## src/hw/rtl/sgi_pkg.sv

```systemverilog
`timescale 1ns / 1ps
// ----------------------------------------------------------------------------
// sgi_pkg
// Shared widths, payload types and job format of the 2D segment intersection
// core.
// ----------------------------------------------------------------------------
package sgi_pkg;

  // coordinate and fraction widths
  localparam int COORD_WIDTH = 16;
  localparam int FRAC_T_BITS = 16;

  // derived datapath widths
  localparam int DIFF_W = COORD_WIDTH + 1;
  localparam int PROD_W = 2 * DIFF_W;
  localparam int SUM_W  = PROD_W + 1;
  localparam int MAG_W  = SUM_W;
  localparam int QUOT_W = FRAC_T_BITS + 1;

  // queue between front and back
  localparam int MIDQ_DEPTH = 4;
  localparam int MIDQ_AW    = $clog2(MIDQ_DEPTH);
  localparam int MIDQ_CW    = MIDQ_AW + 1;

  typedef logic signed [COORD_WIDTH-1:0] coord_t;
  typedef logic signed [DIFF_W-1:0]      diff_t;
  typedef logic signed [PROD_W-1:0]      prod_t;
  typedef logic signed [SUM_W-1:0]       sum_t;
  typedef logic [MAG_W-1:0]              mag_t;
  typedef logic [QUOT_W-1:0]             quot_t;

  // input beat
  typedef struct packed {
    coord_t a_start_x;
    coord_t a_start_y;
    coord_t a_end_x;
    coord_t a_end_y;
    coord_t b_start_x;
    coord_t b_start_y;
    coord_t b_end_x;
    coord_t b_end_y;
  } seg_in_t;

  // result beat
  typedef struct packed {
    logic   hit;
    coord_t cross_x;
    coord_t cross_y;
  } seg_out_t;

  // classified job handed from front to back
  typedef struct packed {
    logic   hit;
    mag_t   t_mag;
    mag_t   d_mag;
    coord_t ax0;
    coord_t ay0;
    diff_t  dax;
    diff_t  day;
  } seg_job_t;

endpackage

```

## src/hw/rtl/sgi_midq.sv

```systemverilog
`timescale 1ns / 1ps
// ----------------------------------------------------------------------------
// sgi_midq
// Short register queue of classified jobs between front and back.
// ----------------------------------------------------------------------------
module sgi_midq import sgi_pkg::*; (
  input  logic     clk_i,
  input  logic     rst_ni,
  input  logic     push_i,
  input  seg_job_t data_i,
  output logic     full_o,
  output logic     empty_o,
  input  logic     pop_i,
  output seg_job_t data_o
);

  seg_job_t               mem_q [MIDQ_DEPTH];
  logic [MIDQ_AW-1:0]     wr_q, rd_q;
  logic [MIDQ_CW-1:0]     cnt_q, cnt_d;

  assign full_o  = (cnt_q == MIDQ_CW'(MIDQ_DEPTH));
  assign empty_o = (cnt_q == '0);
  assign data_o  = mem_q[rd_q];

  // occupancy
  always_comb begin
    case ({push_i, pop_i})
      2'b10:   cnt_d = cnt_q + 1'b1;
      2'b01:   cnt_d = cnt_q - 1'b1;
      default: cnt_d = cnt_q;
    endcase
  end

  // pointers and count
  always_ff @(posedge clk_i or negedge rst_ni) begin
    if (!rst_ni) begin
      wr_q  <= '0;
      rd_q  <= '0;
      cnt_q <= '0;
    end else begin
      if (push_i) wr_q <= wr_q + 1'b1;
      if (pop_i)  rd_q <= rd_q + 1'b1;
      cnt_q <= cnt_d;
    end
  end

  // storage
  always_ff @(posedge clk_i) begin
    if (push_i) mem_q[wr_q] <= data_i;
  end

  // a beat is never written into a full queue
  assert property (@(posedge clk_i) disable iff (!rst_ni) push_i |-> !full_o)
    else $error("sgi_midq: push while full");

endmodule

```

## config.mk

```make
export PLATFORM = sky130hd
export DESIGN_NAME = sgi_midq
export DESIGN_NICKNAME = d
export VERILOG_FILES = /design/src/hw/rtl/sgi_pkg.sv /design/src/hw/rtl/sgi_midq.sv
export SDC_FILE = /design/constraint.sdc
export NUM_CORES = 1
export LEC_CHECK = 0
export BUFFER_PORTS_ARGS = -buffer_cell sky130_fd_sc_hd__buf_2
export CAP_MARGIN = 0
export CORE_ASPECT_RATIO = 1.4
export CORE_MARGIN = 5
export CORE_UTILIZATION = 53
export CTS_BUF_LIST = sky130_fd_sc_hd__clkbuf_8
export DETAILED_ROUTE_END_ITERATION = 8
export PLACE_DENSITY = 0.8
export SLEW_MARGIN = 20
export SYNTH_ARGS = -nofsm -noshare
export SYNTH_HDL_FRONTEND = slang
export SYNTH_SLANG_ARGS = --single-unit
```

## constraint.sdc

```tcl
create_clock -name clk_i -period 4.5 [get_ports clk_i]
set_input_delay 0.9 -clock clk_i [delete_from_list [all_inputs] [get_ports clk_i]]
set_output_delay 0.9 -clock clk_i [all_outputs]
set_load 0.03 [all_outputs]
```

# Word-level counts from Yosys, hierarchy flattened
# Memory sizes are Yosys's and may differ from the RTL's.
# Index checks and enable logic that the tools add are counted.
# W data, S select, Z words.
# totals
out_inout_bits	139
ff_bits	7
n_memories	1
ramBits	548
inputBits	141
word_cells	16
# mem_list
name	words	width	rd	rd_clocked_by_memory_dff	write_ports	line_no	rtl
mem_q	4	137	1	0	1	sgi_midq.sv:17	seg_job_t mem_q [MIDQ_DEPTH];
# op_classes
n_mux	3
eq_ne	3
addsub	4
n_reduce_logical	2
# op_table
operator	n
$pmux W3 S2	1
$add A2 B1 Y2 const B	2
$add A3 B1 Y3 const B	1
$eq A3 B3 Y1 const B	1
$logic_not A3 Y1	1
$sub A3 B1 Y3 const B	1
$eq A2 B1 Y1 const B	1
$eq A2 B2 Y1 const B	1
$mux W1	2
$reduce_bool A2 Y1	1

# Depth between registers and ports, before layout
# Gate-level depths: netlist (run 1).
# depth
ltp_word	2
ltp_mapped	7
ltp_nobuf	7

# Least setup slack after synthesis (run 1)
# No wires, ideal clock.
# synth_timing
path_type	in2reg
from	input port push_i
to	memory mem_q[0][0] (netlist bit) (enable)
required_ps	3988
slack_ps	-46
arrival_time_ps	4034
n_path_buf	0
setup_time_ps	512
stages	1
cell_sequence	and2_1
# synth_between
elab_chain_len	2
# synth_lines
item	line_no	rtl
start: declaration	sgi_midq.sv:9	input logic push_i,
$mux W1	sgi_midq.sv:49	if (push_i) mem_q[wr_q] <= data_i;
$mux W1 (not written as such)	sgi_midq.sv:49	
end: declaration	sgi_midq.sv:17	
# Every way passes these cells.

==> impl_metrics.env, run 1 <==
export IMPL_ir_worst_vdd_mv=0.5285
export IMPL_worst_slew_pin_slew_ns=0.7768
export IMPL_grt_start_max_net_pins=71
export IMPL_io_pin_count=280
export IMPL_grt_pass1_wl_um=56430
export IMPL_insertion_delay_ns=0.61
export IMPL_fin_crit_ns=3.264
export IMPL_route_detailed_drc=0
export IMPL_grt_util_met3_pct=4.513
export IMPL_netlist_area_um2=20170
export IMPL_yosys_area_top_type="edfxtp_1"
export IMPL_yosys_warnings=0
export IMPL_clock_skew_ns=0.02405
export IMPL_cts_resized=0
export IMPL_die_area_um2=42110
export IMPL_yosysSeqAreaShare_pct=82.46
export IMPL_firstDrtPassIters=4
export IMPL_synth_seq_cells=555
export IMPL_grt_setup_unrepaired="false"
export IMPL_cts_setup_buffers=0
export IMPL_synthAdderAreaFrac_pct=0.4094
export IMPL_run_status="finished, final reports clean"
export IMPL_gr_max_usage_layer="met2"
export IMPL_fin_tns_setup_ns=0
export IMPL_netSwitchingPower_mw=5.670
export IMPL_coreArea_um2=37630
export IMPL_met1_usage_pct=21.10
export IMPL_nets=1242
export IMPL_cts_tree="yes"
export IMPL_r2r_start="wr_q[1]"
export IMPL_cellLeakagePower_nw=8.104
export IMPL_final_hold_viol_count=0
export IMPL_setup_violations=0
export IMPL_grtUsageTotal_pct=17.94
export IMPL_cts_buffers=78
export IMPL_max_freq_mhz=306.3
export IMPL_clkTransAtPathRegs_ns=0.06
export IMPL_setup_ws_ns=1.236
export IMPL_internal_power_mw=10.60
export IMPL_io_buffers=279
export IMPL_pwr_share_seq_pct=43.1
export IMPL_final_core_util_pct=62.72
export IMPL_place_congestion=0.7095
export IMPL_drv_slew=0
export IMPL_min_path_type="in -> async"
export IMPL_pwr_share_clk_pct=21.8
export IMPL_cp_arrival_ns=2.36
export IMPL_synth_simple_area_share_pct=0.2543
export IMPL_antenna_found_initial=9
export IMPL_ctsRootBufferMaster="clkbuf_8"
export IMPL_syn_area_per_cell_um2=26.79
export IMPL_maxSlewHeadroom_pct=48.22
export IMPL_drt_iter0_drc=480
export IMPL_path_class="reg -> out"
export IMPL_required_ns=3.60
export IMPL_clk_path_buf_depth=3
export IMPL_p_comb_share_pct=35.1
export IMPL_post_dp_cell_area_um2=22150
export IMPL_std_cell_rows=84
export IMPL_yosys_area_top_type_share_pct=81.59
export IMPL_place_ws_ns=1.814
export IMPL_drt_total_wl_um=37770
export IMPL_drtAntennaViolNets=0
export IMPL_grt_pass1_vias=9657
export IMPL_final_layout_size_suffix_gt1_share_pct=45.93
export IMPL_synth_area_top_cells="edfxtp_1 (82%), mux4_2 (15%), dfrtp_1 (0.87%)"
export IMPL_hold_buffers=0
export IMPL_maxCapViolCount=0
export IMPL_die_w_um=174.9
export IMPL_htreeDepth=3
export IMPL_synth_top_family_by_area="multiplexers"
export IMPL_dp_hpwl_um=23340
export IMPL_netlist_instances=753
export IMPL_n_fill_cell=2520
export IMPL_viasPerCell=5.497
export IMPL_synthMuxAreaShare_pct=15.30
export IMPL_wl_per_cell_um=23.07
export IMPL_sw_frac_of_total_pct=34.86
export IMPL_period_share_pct=72.54
export IMPL_use_met2_pct=31.76
export IMPL_crit_start="rd_q[1]"
export IMPL_initial_core_util_pct=53.60
export IMPL_cp_end_kind="output port"
export IMPL_cts_sinks=555
export IMPL_path_max_fanout=65
export IMPL_synthXorXnorAreaFrac_pct=0.2605
export IMPL_startpoint_type="flop"
export IMPL_die_h_um=240.8
export IMPL_synth_compound_area_share_pct=0.04963
export IMPL_yosysUniqueCellTypes=18
export IMPL_fin_area_um2=23600
export IMPL_area_delta_synth_final_pct=17.00
export IMPL_synth_fp_nets=900
export IMPL_grt_overflow_total=0
export IMPL_num_vias=8999
export IMPL_pwr_density_cell_nw_per_um2=689.3
[path summary, 6_finish.rpt]
| kind | slack [ns] | to | cells after the start |
|---|---|---|---|
| hold / removal | 0.14 | wr_q[1] | 1 |
| min in group clk_i | 0.50 | cnt_q[2] | 1 |
| setup / recovery | 1.24 | data_o[2] | 3 |
| setup reg to reg | 2.32 | mem_q[1][109] | 4 |
| hold reg to reg | 0.50 | cnt_q[2] | 1 |
| max in group asynchronous | 4.17 | rd_q[0] | 1 |
[state kept, by name (all words and copies together) (netlist names)]
register,count
mem_q,548
cnt_q,3
rd_q,2
wr_q,2
[per-layer routing]
metal / vias up / routed length, um
li1: 3964 / -
met1: 4662 / 13550
met2: 311 / 20810
met3: 60 / 2406
met4: 2 / 993
met5: - / 7
[logic make-up after synthesis]
logic type / count (synthesis)
DFF: 555
adders and majority gates: 6
xor gates and xnor gates: 6
muxes: 137
AOI/OAI and AO/OA: 2
and+or+nand+nor: 10
buffers and inverters: 37
[through the flow]
stage	total power, mW	std cells	hold WS (ns)
after CTS	16.53	1629	0.08457
after floorplan	11.33	753	0.4566
after detailed placement	12.97	1488	0.4874
final	16.27	1637	0.1394
after global routing	17.03	1635	0.1071
after global placement	12.87	1488	0.4772
[worst max-delay path: stages, from the launching register on]
cell and delay (ns):
dfrtp_4 0.66, buf_12 0.34, mux4_2 0.43, buf_2 0.21
[cells in the mapped netlist]
library cell  count
xnor2_1           2
o21ai_0           2
mux4_2          137
inv_1             6
ha_1              5
dfrtp_1           7
buf_2            15
clkbuf_1          2
xor2_1            4
buf_6            13
nand2_1           3
nor2_1            1
edfxtp_1        548
and3_1            1
fa_1              1
and2_1            4
clkbuf_2          1
nor3_1            1
[power by group through the flow]
stage / Sequential (mW) / Combinational, mW / Clock [mW]
2_1_floorplan: 7.04 / 4.29 / 0
3_3_place_gp: 7.06 / 5.81 / 0
3_5_place_dp: 7.14 / 5.83 / 0
4_1_cts: 7.03 / 5.85 / 3.64
5_1_grt: 7.09 / 6.03 / 3.91
6_report: 7.02 / 5.71 / 3.54
[cell type report]
class	instances	area (um^2)	share of cell area, %
antenna	8	20.02	0.08483
timing repair buffer	293	1602	6.787
clock buffer	79	1087	4.607
inverter	6	22.52	0.09543
clock inverter	62	345.3	1.463
multi-input combinational	161	3292	13.95
sequential	555	16640	70.51
tap	473	591.8	2.508
[layout by cell type (no fill, tap or decap), types with 4 or more instances in the layout]
cell type	instances
buf_4	6
clkinv_2	6
inv_1	27
diode_2	8
buf_12	8
clkinv_1	25
xor2_1	4
buf_2	279
ha_1	5
edfxtp_1	548
dfrtp_1	5
clkinvlp_4	7
and2_4	4
mux4_2	137
clkbuf_8	79
Note: power is estimated with default switching activity, not from simulation.
==> run 2, diff against run 1 <==
==> constraint.sdc (replaced) <==
create_clock -name clk_i -period 2.8 [get_ports clk_i]
set_input_delay 0.56 -clock clk_i [delete_from_list [all_inputs] [get_ports clk_i]]
set_output_delay 0.56 -clock clk_i [all_outputs]
set_load 0.03 [all_outputs]
==> run 2 against run 1 <==
Effect of this change: combinational power grew 93%; worst hold slack gained 0.017 ns; clock skew shrank 0.0045 ns; sequential cell count is the same; clock power grew 58%; power grew 71%; critical path depth grew 1; utilization grew 2.4 points; final cell count grew 0.92%; global-route usage grew 1.4 points; sequential power grew 60%; largest cell class unchanged; largest power group unchanged.
==> impl_metrics.env, run 2 (same netlist as run 1, synthesis figures left out) <==
export IMPL_cts_buffers=78
export IMPL_post_dp_cell_area_um2=22360
export IMPL_largest_register_ffs=548
export IMPL_crit_family="multiplexers"
export IMPL_pwr_density_cell_nw_per_um2=1136
export IMPL_nets=1263
export IMPL_clk_path_buf_depth=3
export IMPL_io_buffers=279
export IMPL_die_area_um2=42110
export IMPL_final_layout_size_suffix_gt1_share_pct=47.13
export IMPL_die_h_um=240.8
export IMPL_path_buf_inv=3
export IMPL_grt_setup_unrepaired="true"
export IMPL_drt_iter0_drc=714
export IMPL_cts_sinks=555
export IMPL_regMostFlops="mem_q"
export IMPL_wl_per_cell_um=24.53
export IMPL_grt_start_max_net_pins=95
export IMPL_reg_top3="mem_q x548, cnt_q x3"
export IMPL_worst_slew_pin_slew_ns=0.6923
export IMPL_clock_skew_ns=0.01956
export IMPL_area_delta_synth_final_pct=21.41
export IMPL_grt_overflow_total=0
export IMPL_cpPeakStageDelay_ns=0.57
export IMPL_cts_tree="yes"
export IMPL_maxCapViolCount=0
export IMPL_pwr_share_seq_pct=40.3
export IMPL_sw_frac_of_total_pct=34.27
export IMPL_path_max_fanout=28
export IMPL_num_vias=9149
export IMPL_clkTransAtPathRegs_ns=0.06
export IMPL_hold_slack_ns=0.1564
export IMPL_pwr_share_clk_pct=20.2
export IMPL_insertion_delay_ns=0.62
export IMPL_grt_pass1_wl_um=60440
export IMPL_htreeDepth=3
export IMPL_final_common_cell="edfxtp_1"
export IMPL_max_freq_mhz=364.4
export IMPL_maxSlewHeadroom_pct=53.85
export IMPL_viasPerCell=5.538
export IMPL_fin_area_um2=24490
export IMPL_layout_common_cells="edfxtp_1 (548), buf_2 (195), mux4_2 (137)"
export IMPL_final_hold_viol_count=0
export IMPL_path_class="reg -> out"
export IMPL_hold_depth=1
export IMPL_p_comb_share_pct=39.5
export IMPL_min_path_type="in -> reg"
export IMPL_startpoint_type="flop"
export IMPL_post_place_cells=1500
export IMPL_antenna_found_initial=11
export IMPL_std_cell_rows=84
export IMPL_hp_start="data_i[127]"
export IMPL_rrSetupSlack_ns=1.01
export IMPL_period_share_pct=98.00
export IMPL_run_status="finished, final reports clean"
export IMPL_cp_end_kind="output port"
export IMPL_netSwitchingPower_mw=9.535
export IMPL_initial_core_util_pct=53.60
export IMPL_reg2regPathDepth=3
export IMPL_r2r_start="wr_q[0]"
export IMPL_required_ns=2.24
export IMPL_ir_worst_vdd_mv=0.9325
export IMPL_route_detailed_drc=0
export IMPL_holdPathEnd="mem_q[2][127]"
export IMPL_final_cell_count_no_fill=1652
export IMPL_io_pin_count=280
export IMPL_firstDrtPassIters=5
export IMPL_die_w_um=174.9
export IMPL_internal_power_mw=18.29
export IMPL_cellLeakagePower_nw=8.463
export IMPL_final_core_util_pct=65.08
export IMPL_dp_hpwl_um=23980
export IMPL_coreArea_um2=37630
export IMPL_slowest_stage="mux4_2"
export IMPL_grtUsageTotal_pct=19.38
export IMPL_setup_violations=0
export IMPL_drt_total_wl_um=40520
export IMPL_drv_slew=0
export IMPL_grt_pass1_vias=10110
export IMPL_cp_arrival_ns=2.18
export IMPL_ctsRootBufferMaster="clkbuf_8"
export IMPL_fin_crit_ns=2.744
export IMPL_path_cells="buf_12, buf_16, mux4_2, buf_6"
export IMPL_r2r_end="mem_q[3][44]"
export IMPL_place_congestion=0.7088
export IMPL_drtAntennaViolNets=0
[run 2: cell count changes in the layout (fill, tap and decap cells not counted), moves of 2 or more]
cell | before | now
buf_2 | 279 | 195
buf_6 | 0 | 81
clkinv_1 | 25 | 15
buf_12 | 8 | 16
buf_4 | 6 | 13
buf_16 | 0 | 6
clkbuf_16 | 0 | 2
diode_2 | 8 | 10
inv_1 | 27 | 29
[run 2: how the worst max path moves through the flow]
stage	slack (ns)	endpoint	cells past startpoint	start
2_1_floorplan	0.05	mem_q[0][0]	3	wr_q[0]
3_3_place_gp	0.52	data_o[2]	3	rd_q[0]
3_5_place_dp	0.53	data_o[2]	3	rd_q[0]
4_1_cts	-0.04	data_o[2]	4	rd_q[0]
5_1_grt	-0.07	data_o[55]	4	rd_q[0]
6_report	0.06	data_o[58]	4	rd_q[0]
[run 2: cell type report]
cell class | count | area [um^2]
inverter | 6 | 22.52
antenna | 10 | 25.02
timing repair buffer | 314 | 2531
clock buffer | 80 | 1101
clock inverter | 53 | 286.5
sequential | 555 | 16640
multi-input combinational | 161 | 3292
fill | 2422 | 13140
tap | 473 | 591.8
[run 2: power groups by stage]
stage	clock network [mW]	logic, mW	registers [mW]
after CTS	5.80	11.1	11.2
after floorplan	0	6.89	11.3
after detailed placement	0	9.63	11.4
after global routing	6.23	11.6	11.3
after global placement	0	9.59	11.3
final	5.61	11.0	11.2
[run 2: metrics by stage]
step	setup TNS (ns)	power [mW]	worst slack [ns]
final	0	27.82	0.05608
after CTS	-0.9543	28.05	-0.03870
after floorplan	0	18.20	0.05462
after global routing	-3.502	29.10	-0.06888
after detailed placement	0	21.02	0.5340
after global placement	0	20.85	0.5170
[run 2: timing repair]
| item | 4_1_cts | 5_1_grt |
|---|---|---|
| endpoints found under the hold margin | 7 | 0 |
| hold buffers | 1 | 0 |
| buffers inserted | 3 | 0 |
| endpoints found under the setup margin | 110 | 126 |
| resized for setup | 165 | 6 |
| cloned | 3 | 2 |
[run 2: per-layer routing]
layer	track usage [%]	share of wire (%)	vias up
met2	33.94	56	305
met3	5.014	6.4	58
met5	0	0.067	-
met1	22.90	35	4781
li1	-	-	4001
met4	8.552	2.5	4
[run 2: worst reg2reg max path, cell delays in order (launching register included)]
cell and delay (ns):
dfrtp_1 0.41, ha_1 0.18, and2_4 0.55, buf_4 0.35
